===== config.mk =====
export PLATFORM = sky130hd
export DESIGN_NAME = tsw_queue
export DESIGN_NICKNAME = d
export VERILOG_FILES = /design/src/rtl/tsw_pkg.sv /design/src/rtl/tsw_queue.sv
export SDC_FILE = /design/constraint.sdc
export NUM_CORES = 1
export LEC_CHECK = 0
export ABC_CLOCK_PERIOD_IN_PS = 6200
export BUFFER_PORTS_ARGS = -buffer_cell sky130_fd_sc_hd__buf_2
export CAP_MARGIN = 5
export CORE_MARGIN = 4
export CORE_UTILIZATION = 57
export DETAILED_ROUTE_END_ITERATION = 8
export GPL_ROUTABILITY_DRIVEN = 0
export HOLD_SLACK_MARGIN = 0.06
export PLACE_DENSITY = 0.77
export SETUP_SLACK_MARGIN = 0.4
export SYNTH_ARGS = -nofsm -noshare
export SYNTH_HDL_FRONTEND = slang
export SYNTH_SLANG_ARGS = --single-unit

===== constraint.sdc =====
create_clock -name i_clk -period 6.2 [get_ports i_clk]
set_clock_uncertainty 0.2 [all_clocks]
set_input_delay 1.55 -clock i_clk [delete_from_list [all_inputs] [get_ports i_clk]]
set_output_delay 1.55 -clock i_clk [all_outputs]
set_load 0.02 [all_outputs]

===== src/rtl/tsw_pkg.sv =====
// Shared types and constants of the texture sampler with wrap and filter.
// No dependencies; used by every other file in rtl.
package tsw_pkg;

    localparam int FMAX  = 24;  // widest coordinate fraction supported
    localparam int IDX_W = 12;  // texel index bits (sizes up to 4096)
    localparam int DIM_W = 13;  // effective texture size, 1..4096

    localparam logic [1:0] WRAP_CLAMP  = 2'd0;
    localparam logic [1:0] WRAP_REPEAT = 2'd1;
    localparam logic [1:0] WRAP_MIRROR = 2'd2;

    localparam logic [1:0] FILT_NEAREST = 2'd0;
    localparam logic [1:0] FILT_SMOOTH  = 2'd2;

    localparam logic [2:0] REG_WRAP   = 3'd0;
    localparam logic [2:0] REG_FILTER = 3'd1;
    localparam logic [2:0] REG_WIDTH  = 3'd2;
    localparam logic [2:0] REG_HEIGHT = 3'd3;
    localparam logic [2:0] REG_SOURCE = 3'd4;

    localparam logic OP_READ  = 1'b0;
    localparam logic OP_WRITE = 1'b1;

    typedef struct packed {
        logic [1:0] wrap_mode;
        logic [1:0] filter_mode;
        logic [8:0] tex_width;
        logic [8:0] tex_height;
        logic       source_present;
    } t_cfg;

    // one classified item between front and back
    typedef struct packed {
        logic              op;
        logic              white;
        logic [IDX_W-1:0]  x0;
        logic [IDX_W-1:0]  x1;
        logic [IDX_W-1:0]  y0;
        logic [IDX_W-1:0]  y1;
        logic [FMAX-1:0]   fx;
        logic [FMAX-1:0]   fy;
        logic [31:0]       color;
    } t_job;

endpackage


===== src/rtl/tsw_queue.sv =====
// Four-entry job queue between front and back.
// Depends on tsw_pkg.
module tsw_queue (
    input  logic          i_clk,
    input  logic          i_rst_n,
    input  logic          i_push,
    input  tsw_pkg::t_job i_job,
    output logic          o_ready,
    output logic          o_valid,
    output tsw_pkg::t_job o_job,
    input  logic          i_pop
);
    tsw_pkg::t_job r_q [4];
    logic [1:0]    r_wp, r_rp;
    logic [2:0]    r_cnt;

    assign o_ready = r_cnt != 3'd4;
    assign o_valid = r_cnt != 3'd0;
    assign o_job   = r_q[r_rp];

    always_ff @(posedge i_clk) begin
        if (!i_rst_n) begin
            r_wp  <= '0;
            r_rp  <= '0;
            r_cnt <= '0;
        end else begin
            if (i_push) r_wp <= r_wp + 2'd1;
            if (i_pop)  r_rp <= r_rp + 2'd1;
            r_cnt <= r_cnt + 3'(i_push) - 3'(i_pop);
        end
    end

    always_ff @(posedge i_clk) begin
        if (i_push) r_q[r_wp] <= i_job;
    end
endmodule


-- Word-level counts from Yosys, hierarchy flattened
Memory sizes are Yosys's and may differ from the RTL's. A register that Yosys moved wholly into a read port is not among the register bits.
Cells that the tools add are included.
- register bits after elaboration: 7
- bits in latches: 0
- bits in writable memories: 520
- ROM bits: 0
- input port bits: 134
- output and inout port bits: 132
- logic and storage cells: 14
- memories: 1
- memories (name ; depth ; bits a word ; read ports ; clocked after Yosys merged registers in ; wr ports ; line ; RTL):
    r_q ; 4 ; 130 ; 1 ; 1 ; 1 ; tsw_queue.sv:13 ; tsw_pkg::t_job r_q [4];
- $add $sub $neg: 4
- multiply operators: 0
- divide/modulo/power cells: 0
- order comparisons: 0
- eq/ne operators: 1
- shift operators: 0
- muxes and demuxes: 4
- bitwise operators: 0
- reduce and logical (&&, ||, !) cells: 1
- operators by type and width (cell ; count):
    adder 2 x 1 -> 2 bit (second input constant) ; 2
    2-to-1 mux 2 bit ; 2
    adder 3 x 1 -> 3 bit ; 1
    inequality test 3 bit (second input constant) ; 1
    nonzero test 3 bit ; 1
    subtractor 3 x 1 -> 3 bit ; 1
    2-to-1 mux 1 bit ; 2

-- Longest topological paths before layout
- depth after elaboration: 3
- depth in mapped cells: 8
- mapped depth without buffers: 8

-- Worst setup path after synthesis
Ideal clock, no wire load.
- path type: input-to-reg
- start point: input port i_push
- end point: memory r_q[0][0] (netlist bit) (enable)
- arrival: 4.527 ns
- required time: 5.496 ns
- path slack: 0.968 ns
- stages: 1
- path buffers: 0
- path through: and2_1
- longest elaborated chain between the ends: 2
- ends and longest elaborated chain (what ; line ; RTL):
    start: declaration ; tsw_queue.sv:6 ; input logic i_push,
    2-to-1 mux 1 bit ; tsw_queue.sv:34 ; if (i_push) r_q[r_wp] <= i_job;
    2-to-1 mux 1 bit (not written as such) ; tsw_queue.sv:34 ;
    end: declaration ; tsw_queue.sv:13 ;
Every way passes these cells.

==> reports/metrics.cfg <==
[outcome]
status = complete, no violations

[place]
io_buffers = 265
dp_hpwl_um = 20980
dp_cells = 1415
place_ws_ps = 2209

[timing]
rsz0062_at_grt = no
drv_slew = 0
hold_violations = 0
relSlewSlack_pct = 32.62
post-route-min-period_ps = 4513
max_freq_mhz = 221.6
finalSetupViolCount = 0
setup_tns_ps = 0
fin_ws_ps = 1687
tightest_slew_ps = 1011
fin_crit_sh_pct = 72.80

[global_route]
gr-usage-all-layers_pct = 19.53
antenna_found_initial = 8
grt_pass1_wl_um = 54160
grt_max_degree = 131
grt_pass1_vias = 9138
grt_util_met2_pct = 31.50
grt_overflow = 0
globalRouteMet1Util_pct = 26.13
grt_use_met3_pct = 7.397
top_usage_layer = met2

[drt]
via_count = 8548
avgViaCountPerCell = 5.665
drt_iter0_markers = 490
drc = 0
postRouteAntennaNets = 0
drt_pass1_iterations = 5
totalWireLength_um = 35420
wl_per_cell_um = 23.47

[clock_network]
clock_sinks = 529
clk_pin_slew_worst_paths_ps = 60
h-tree-depth = 2
cts_tree = built
clk_latency_ps = 560
ctsResizeCount = 0
root_buffer = clkbuf_16
clk_path_buf_depth = 3
cts_hold_buffers = 0
post_cts_buffers = 0
numCtsBuffers = 51

[critical_path]
critical_path_class = flip-flop to output pin
critical_path.top_delay_family = flip-flops
worstRegToRegCells = 3
path_depth = 3
crit_path_end_kind = output pin
path_buf_inv = 2
required_ps = 4450
crit_path_max_fanout = 74
arrival_ps = 2760
path_cells = buf_12 > mux4_2 > buf_2
critPathLaunchType = flip-flop
crit_slowest_cell = dfxtp_4
max_stage_delay_ps = 760

[synth]
ys_seq_area_share_pct = 81.84
yosysTopAreaCell = edfxtp_1
syn-cell-area_mm2 = 0.01930
syn-num-nets = 863
syn_avg_cell_area_um2 = 26.73
synth-seq-cells = 529
synth_warnings = 0
netlist_top_cells_area = edfxtp_1 (81%), mux4_2 (15%), buf_12 (1.1%), dfxtp_1 (0.93%), ha_1 (0.39%)
yosysUniqueCellTypes = 22
synth_top_area_share_pct = 80.91
synth_cells = 722

[die]
die_h_um = 192.0
die_w_um = 192.0
num_io_pins = 266
core_area_mm2 = 0.03345
initial_core_util_pct = 57.70
die_area_mm2 = 0.03687
rows = 67

[final_layout]
final_common_cell = edfxtp_1
areaGrowthSynthToFinish_pct = 17.08
drive_above_1_share_pct = 45.23
final_util_pct = 67.55
n_fill_cell = 2068
nNetsFinal = 1161
final_cell_mix = edfxtp_1 (520), buf_2 (265), mux4_2 (130), clkbuf_16 (51), clkbuf_1 (14)
fin_cells = 1509

[power_and_ir_drop]
leakage_nw = 7.576
powerDensity_mw_per_mm2 = 349.9
ir_drop_mv = 0.3186

[worst_hold_path]
hold_path_class = flip-flop to flip-flop
hold_depth = 2

[run]
cap_violations = 0

[registers in the layout, indices dropped and copies added (netlist names), named ones only]
signal and flops:
r_q 520, r_cnt 3, r_rp 2, r_wp 2
[cells by family after synthesis]
group           after synthesis  synth area share, %
fa+ha+maj                     7               0.4927
buf+inv                      35                1.770
mux                         131                15.22
flops                       529                81.84
compound gates                2              0.07777
simple gates                 15               0.3890
xor+xnor                      3               0.2075
[report_power, final]
group | switching (mW) | leakage, nW | internal (mW)
clock network | 1.23 | 0.769 | 1.68
registers | 0.0642 | 4.85 | 4.11
logic | 0.478 | 1.96 | 0.334
[metrics by stage]
step / hold WS, ps / power (mW) / cell area, µm²
after floorplan: 299.3 / 4.805 / 19300
after global routing: 387.3 / 8.225 / 22590
after CTS: 335.9 / 7.999 / 22590
after detailed placement: 316.6 / 5.081 / 21020
final: 336.7 / 7.907 / 22600
after global placement: 305.1 / 5.060 / 21020
[layout make-up]
| type | instances | area [µm²] | area share [%] |
|---|---|---|---|
| diodes | 2 | 5.005 | 0.02215 |
| clock buffers | 65 | 1329 | 5.881 |
| clock inverters | 27 | 246.5 | 1.091 |
| inverters | 6 | 22.52 | 0.09967 |
| multi-input cells | 158 | 3173 | 14.04 |
| flip-flops and latches | 529 | 15800 | 69.94 |
| well taps | 448 | 560.5 | 2.481 |
| repair buffers | 274 | 1456 | 6.446 |
[metal layers]
metal  vias up  routed length [µm]
li1       3725                   -
met1      4436               13920
met2       311               17290
met3        62                3536
met4        14                 590
met5         -                  88
[cells in the mapped netlist (all sizes together)]
cell type,n
edfxtp,520
mux4,130
buf,28
dfxtp,9
nor2,7
ha,6
inv,6
and2,5
xnor2,2
a21bo,1
a21oi,1
clkbuf,1
fa,1
mux2i,1
nand2,1
nand3b,1
or3,1
xnor3,1
[worst min-delay path, stage by stage (launching register included)]
cell and delay (ps):
dfxtp_1 320, nand3b_1 100, a21oi_1 70
[worst paths after layout]
path / start / slack [ps] / endpoint
max: flip-flop / 1690 / o_job[54]
min: r_rp[1] / 340 / flip-flop
max reg2reg: r_wp[0] / 3730 / r_q[3][37]
min reg2reg: r_rp[1] / 340 / flip-flop
Power figures use the tool's default switching activity.
