--- src/rtl/tsw_pkg.sv ---
// Shared types and constants of the texture sampler with wrap and filter.
// No dependencies; used by every other file in rtl.
package tsw_pkg;

    localparam int FMAX  = 24;  // widest coordinate fraction supported
    localparam int IDX_W = 12;  // texel index bits (sizes up to 4096)
    localparam int DIM_W = 13;  // effective texture size, 1..4096

    localparam logic [1:0] WRAP_CLAMP  = 2'd0;
    localparam logic [1:0] WRAP_REPEAT = 2'd1;
    localparam logic [1:0] WRAP_MIRROR = 2'd2;

    localparam logic [1:0] FILT_NEAREST = 2'd0;
    localparam logic [1:0] FILT_SMOOTH  = 2'd2;

    localparam logic [2:0] REG_WRAP   = 3'd0;
    localparam logic [2:0] REG_FILTER = 3'd1;
    localparam logic [2:0] REG_WIDTH  = 3'd2;
    localparam logic [2:0] REG_HEIGHT = 3'd3;
    localparam logic [2:0] REG_SOURCE = 3'd4;

    localparam logic OP_READ  = 1'b0;
    localparam logic OP_WRITE = 1'b1;

    typedef struct packed {
        logic [1:0] wrap_mode;
        logic [1:0] filter_mode;
        logic [8:0] tex_width;
        logic [8:0] tex_height;
        logic       source_present;
    } t_cfg;

    // one classified item between front and back
    typedef struct packed {
        logic              op;
        logic              white;
        logic [IDX_W-1:0]  x0;
        logic [IDX_W-1:0]  x1;
        logic [IDX_W-1:0]  y0;
        logic [IDX_W-1:0]  y1;
        logic [FMAX-1:0]   fx;
        logic [FMAX-1:0]   fy;
        logic [31:0]       color;
    } t_job;

endpackage

--- src/rtl/tsw_front.sv ---
// Front end: takes input beats, wraps and scales coordinates, emits jobs.
// Depends on tsw_pkg.
module tsw_front #(
    parameter int MAX_WIDTH       = 256,
    parameter int MAX_HEIGHT      = 256,
    parameter int COORD_FRAC_BITS = 16
) (
    input  logic          i_clk,
    input  logic          i_rst_n,
    input  tsw_pkg::t_cfg i_cfg,
    input  logic          i_valid,
    output logic          o_ready,
    input  logic          i_op,
    input  logic [19:0]   i_u,
    input  logic [19:0]   i_v,
    input  logic [31:0]   i_color,
    output logic          o_push,
    output tsw_pkg::t_job o_job,
    input  logic          i_q_ready
);
    localparam int F  = COORD_FRAC_BITS;
    localparam int CW = tsw_pkg::FMAX + 1;
    localparam int DW = tsw_pkg::DIM_W;
    localparam int SW = CW + DW;

    logic              r_v, r_op, r_white;
    logic [CW-1:0]     r_wu, r_wv;
    logic [31:0]       r_col;
    logic [DW-1:0]     weff, heff;
    logic [SW-1:0]     su, sv;
    logic [DW:0]       iu, iv;
    logic              take;

    function automatic logic [CW-1:0] wrap(input logic [19:0] raw, input logic [1:0] mode);
        logic signed [27:0] c;
        logic signed [27:0] one;
        c   = 28'(signed'(raw));
        one = 28'sd1 <<< F;
        if (mode == tsw_pkg::WRAP_MIRROR) begin
            if (c < 0) c = -c;
            else if (c >= one) c = 28'sd2 * one - c;
        end else if (mode == tsw_pkg::WRAP_REPEAT) begin
            c = c & (one - 28'sd1);
        end
        if (c < 0) c = '0;
        if (c > one) c = one;
        return CW'(c);
    endfunction

    function automatic logic [DW-1:0] eff(input logic [8:0] d, input int maxd);
        if (d == 9'd0) return DW'(1);
        if (DW'(d) > DW'(maxd)) return DW'(maxd);
        return DW'(d);
    endfunction

    function automatic logic [tsw_pkg::IDX_W-1:0] clip(input logic [DW:0] i,
                                                       input logic [DW-1:0] s);
        if (i >= (DW+1)'(s)) return tsw_pkg::IDX_W'(s - DW'(1));
        return tsw_pkg::IDX_W'(i);
    endfunction

    assign weff = eff(i_cfg.tex_width, MAX_WIDTH);
    assign heff = eff(i_cfg.tex_height, MAX_HEIGHT);

    assign o_push  = r_v && i_q_ready;
    assign o_ready = !r_v || i_q_ready;
    assign take    = i_valid && o_ready;

    // stage 1: wrap; a write with no texture attached is dropped here
    always_ff @(posedge i_clk) begin
        if (!i_rst_n) begin
            r_v <= 1'b0;
        end else if (o_ready) begin
            r_v <= take && (i_cfg.source_present || i_op == tsw_pkg::OP_READ);
        end
    end

    always_ff @(posedge i_clk) begin
        if (take) begin
            r_op    <= i_op;
            r_white <= !i_cfg.source_present;
            r_wu    <= wrap(i_u, i_cfg.wrap_mode);
            r_wv    <= wrap(i_v, i_cfg.wrap_mode);
            r_col   <= i_color;
        end
    end

    // stage 2: scale by size, split index and fraction, clamp to edge
    assign su = SW'(r_wu) * SW'(weff);
    assign sv = SW'(r_wv) * SW'(heff);
    assign iu = (DW+1)'(su >> F);
    assign iv = (DW+1)'(sv >> F);

    always_comb begin
        o_job.op    = r_op;
        o_job.white = r_white;
        o_job.x0    = clip(iu, weff);
        o_job.x1    = clip(iu + (DW+1)'(1), weff);
        o_job.y0    = clip(iv, heff);
        o_job.y1    = clip(iv + (DW+1)'(1), heff);
        o_job.fx    = tsw_pkg::FMAX'(su & ((SW'(1) << F) - SW'(1)));
        o_job.fy    = tsw_pkg::FMAX'(sv & ((SW'(1) << F) - SW'(1)));
        o_job.color = r_col;
    end
endmodule

--- config.mk ---
export PLATFORM = sky130hd
export DESIGN_NAME = tsw_front
export DESIGN_NICKNAME = d
export VERILOG_FILES = /design/src/rtl/tsw_pkg.sv /design/src/rtl/tsw_front.sv
export SDC_FILE = /design/constraint.sdc
export NUM_CORES = 1
export LEC_CHECK = 0
export BUFFER_PORTS_ARGS = -buffer_cell sky130_fd_sc_hd__buf_2
export CORE_AREA = 5 5 300 302
export CTS_BUF_LIST = sky130_fd_sc_hd__clkbuf_8
export DETAILED_ROUTE_END_ITERATION = 10
export DIE_AREA = 0 0 305 307
export SKIP_LAST_GASP = 1
export SLEW_MARGIN = 5
export SYNTH_ARGS = -nofsm -noshare
export SYNTH_HDL_FRONTEND = slang
export SYNTH_SLANG_ARGS = --single-unit
--- constraint.sdc ---
create_clock -name i_clk -period 8.54 [get_ports i_clk]
set_clock_uncertainty 0.15 [all_clocks]
set_input_delay 0 -clock i_clk [delete_from_list [all_inputs] [get_ports i_clk]]
set_output_delay 0 -clock i_clk [all_outputs]
set_load 0.005 [all_outputs]
[Word-level counts from Yosys, hierarchy flattened]
Cells that the tools add are included.
Operators by class
  add/sub/neg operators: 8
  multipliers: 2
  order comparisons: 14
  eq/ne operators: 2
  mux-type cells: 40
  bitwise gates (word level): 1
  reductions and logical operators: 9
Operators with widths (number)
  28-bit two-way mux: 14
  13-bit two-way mux: 8
  12-bit two-way mux: 8
  25-bit by 13-bit multiplier with 30-bit output: 2
  14-bit by 13-bit greater-or-equal comparator with 1-bit output: 4
  28-bit by 18-bit greater-than comparator with 1-bit output, second input constant: 2
  28-bit by 1-bit less-than comparator with 1-bit output, second input constant: 2
  20-bit negation with 28-bit output: 2
  19-bit by 20-bit subtractor with 21-bit output, first input constant: 2
  20-bit by 18-bit greater-or-equal comparator with 1-bit output, second input constant: 2
  20-bit by 1-bit less-than comparator with 1-bit output, second input constant: 2
  14-bit by 1-bit adder with 14-bit output, second input constant: 2
  12-bit by 1-bit subtractor with 12-bit output, second input constant: 2
  9-bit greater-than comparator, second input constant: 2
  9-bit zero test: 2
  1-bit two-way mux: 10
  1-bit logical AND: 3
  2-bit by 1-bit equality test with 1-bit output, second input constant: 1
  2-bit equality test, second input constant: 1
  1-bit zero test: 2
  1-bit logical OR: 2
  1-bit inverter: 1
Storage, ports and cells
  register bits: 85

[Longest topological paths before layout]
  word-level depth: 10
  depth in mapped cells: 36
  depth with buffers taken out: 31

[Worst setup path after synthesis]
No wires, ideal clock.
  path type: in2out
  from: input port i_cfg[2] (netlist bit)
  to: output port o_job[80] (netlist bit)
  arrival time: 7.334 ns
  path slack: 1.056 ns
  cell stages on the path: 34
  path buffers: 3
  path through: or4_1 -> nor4_1 -> nor2_1 -> nor2_1 -> clkbuf_1 -> clkbuf_1 -> nand2_1 -> fa_1 -> fa_1 -> inv_1 -> fa_1 -> inv_1 -> fa_1 -> inv_1 -> ha_1 -> a21o_1 -> nand2b_1 -> nor4_2 -> nor2_1 -> a311oi_2 -> nand4_1 -> nor2_1 -> xnor2_1 -> inv_1 -> ha_1 -> a21oi_1 -> o21ai_0 -> a21o_1 -> a21o_1 -> a21oi_1 -> o21ai_1 -> a21oi_1 -> buf_4 -> mux2i_1
RTL lines
  start: declaration: RTL line tsw_front.sv:10  | input tsw_pkg::t_cfg i_cfg,
  end: declaration: RTL line tsw_front.sv:18  | output tsw_pkg::t_job o_job,

==> flow_metrics.env <==
export IMPL_status="finished, final reports clean"
export IMPL_ys_seq_area_frac=0.118
export IMPL_grt_use_total=0.119
export IMPL_htree_levels=3
export IMPL_drt_first_pass_iters=5
export IMPL_antenna_left=0
export IMPL_clk_latency_ns=0.41
export IMPL_seqCellArea_um2=2540
export IMPL_clock_root_buffer="clkbuf_8"
export IMPL_post_drt_wl_per_cell_um=14.0
export IMPL_critical_path_class="register to primary output"
export IMPL_antenna_found_initial=22
export IMPL_grt_pass1_wl_mm=92.9
export IMPL_stdcell_area_um2=25400
export IMPL_synthArstFlopShare=0
export IMPL_period_share=0.959
export IMPL_multiInputGateArea_um2=16900
export IMPL_syn_area_per_cell_um2=8.60
export IMPL_synth_seq_cells=85
export IMPL_drive_gt1_frac=0.131
export IMPL_start_util=0.247
export IMPL_start_kind="register"
export IMPL_clock_tree_buffer_depth=2
export IMPL_port_buffers=205
export IMPL_io_pins=232
export IMPL_grt_overflow=0
export IMPL_numPlacedInstances=3841
export IMPL_maxCapViolCount=0
export IMPL_power_density_nw_per_um2=196
export IMPL_cellLeakagePower_nw=12.6
export IMPL_hp_class="input pin to register"
export IMPL_dpl_hpwl_mm=45.7
export IMPL_fmax_mhz=122
export IMPL_dp_slack_ns=0.442
export IMPL_wirelength_mm=55.7
export IMPL_relSlewSlack=0.370
export IMPL_vdd_drop_max_v=0.000116
export IMPL_hold_slack_ns=0.0726
export IMPL_mostFrequentLayoutCell="inv_1"
export IMPL_critPathCaptureType="primary output"
export IMPL_worstMarginPinSlew_ns=0.938
export IMPL_layout_common_cells="502 x inv_1, 310 x fa_1, 274 x nand2_1"
export IMPL_fp_dieH_um=307
export IMPL_cp_required_ns=8.39
export IMPL_clock_sinks=85
export IMPL_yosysUniqueCellTypes=85
export IMPL_final_max_slew_viol_count=0
export IMPL_path_max_fanout=7
export IMPL_finalSetupViolCount=0
export IMPL_die_area_um2=93600
export IMPL_area_growth_pct=17.8
export IMPL_critPathSlowestCell="edfxtp_1"
export IMPL_grt_pass1_vias=18300
export IMPL_path_clk_slew_ns=0.11
export IMPL_core_rowCount=109
export IMPL_drc=0
export IMPL_finalHoldViolCount=0
export IMPL_drt_iter0_markers=778
export IMPL_synthFlopType="edfxtp_1"
export IMPL_drt_vias_per_instance=4.35
export IMPL_min_period_ns=8.19
export IMPL_synthCells=2510
export IMPL_cts_tree="built"
export IMPL_vias=17300
export IMPL_numCtsBuffers=9
export IMPL_grt_max_degree=46
export IMPL_syn_area_um2=21600
export IMPL_gp_congestion=0.823
export IMPL_slowest_delay_ns=0.54
export IMPL_nNetsFinal=3433
export IMPL_synth_edf_count=84
export IMPL_core_area_um2=87400
export IMPL_worst_slack_ns=0.353
export IMPL_fin_cells=3984
export IMPL_fillers=9188
export IMPL_place_area_um2=24000
export IMPL_critPathArrivalTime_ns=8.04
export IMPL_die_width_um=305
export IMPL_synth_warnings=0
[sequential cells by signal (all words and copies together) (netlist names)]
signal,flops
r_col,32
r_wu,25
r_wv,25
r_op,1
r_v,1
r_white,1
[cells by family after synthesis]
group / after synthesis / synth area share
and+or+nand+nor: 837 / 0.199
muxes: 40 / 0.0195
DFF: 85 / 0.118
adders and majority gates: 535 / 0.418
buffers and inverters: 624 / 0.114
xor gates and xnor gates: 112 / 0.0467
AOI/OAI and AO/OA: 276 / 0.0851
other: 1 / 0.000174
[synthesized netlist by cell type (all sizes together), types with 8 or more instances]
cell | n | area [µm²]
nand4 | 12 | 90.1
nor3 | 37 | 185
o21a | 9 | 67.6
a21oi | 79 | 395
a31oi | 11 | 68.8
a211oi | 12 | 105
or2 | 8 | 50.1
or4 | 11 | 82.6
o31ai | 15 | 113
nor3b | 8 | 60.1
o21ai | 57 | 293
ha | 224 | 2800
nor4 | 17 | 125
nand2b | 13 | 81.3
nand2 | 276 | 1040
and2 | 256 | 1600
xor2 | 35 | 307
a21o | 28 | 210
nor2 | 118 | 450
xnor2 | 77 | 701
clkbuf | 72 | 272
edfxtp | 84 | 2520
nor2b | 24 | 150
nand3 | 22 | 110
fa | 310 | 6210
and3 | 9 | 56.3
inv | 502 | 1880
buf | 49 | 307
o211ai | 15 | 123
or3 | 16 | 100
mux2i | 33 | 330
[through the flow]
step	utilization	total power (W)	setup TNS (ns)
after CTS	0.286	0.00497	0
after global routing	0.291	0.00563	-0.473
final	0.291	0.00498	0
after detailed placement	0.275	0.00460	0
after floorplan	-	0.00352	0
after global placement	0.275	0.00457	0
[routing by layer]
metal	track usage	up-vias	wire length, µm
li1	-	8456	-
met4	0.0270	14	1060
met1	0.157	8457	25800
met2	0.204	338	26200
met5	0	-	83
met3	0.0218	77	2450
[final timing paths]
check | start | to | slack [ns] | cells after the start
setup / recovery | r_wv[7] | o_job[86] | 0.35 | 32
hold reg to reg | r_v | r_col[25] | 0.85 | 2
hold / removal | i_valid | r_col[25] | 0.07 | 2
setup reg to reg | r_v | r_wv[11] | 6.42 | 3
[worst max-delay path, delay by kind of cell (launching register included)]
kind / cells / cell delay, ns
muxes: 1 / 0.20
and+or+nand+nor: 2 / 0.30
adders and majority gates: 8 / 3.31
AOI/OAI and AO/OA: 12 / 2.28
DFF: 1 / 0.54
buffers and inverters: 8 / 0.83
xor gates and xnor gates: 1 / 0.17
[final cells by class]
type / instances / share of cell area
repair buffers: 360 / 0.0961
flip-flops and latches: 85 / 0.100
clock buffers: 9 / 0.00487
well taps: 1165 / 0.0573
inverters: 503 / 0.0743
diodes: 15 / 0.00148
clock inverters: 7 / 0.00285
multi-input cells: 1840 / 0.663
[where the power goes]
group | internal [W] | switching, W
combinational | 0.00177 | 0.00238
clock | 0.000115 | 0.000187
sequential | 0.000495 | 0.0000421
[what timing repair did]
action                                 in CTS  in global routing
gates resized for setup                     0                 28
setup endpoints to repair                   0                 37
hold buffers                               75                  0
endpoints found under the hold margin      68                  0
buffers inserted                            0                 36
Power figures use the tool's default switching activity.
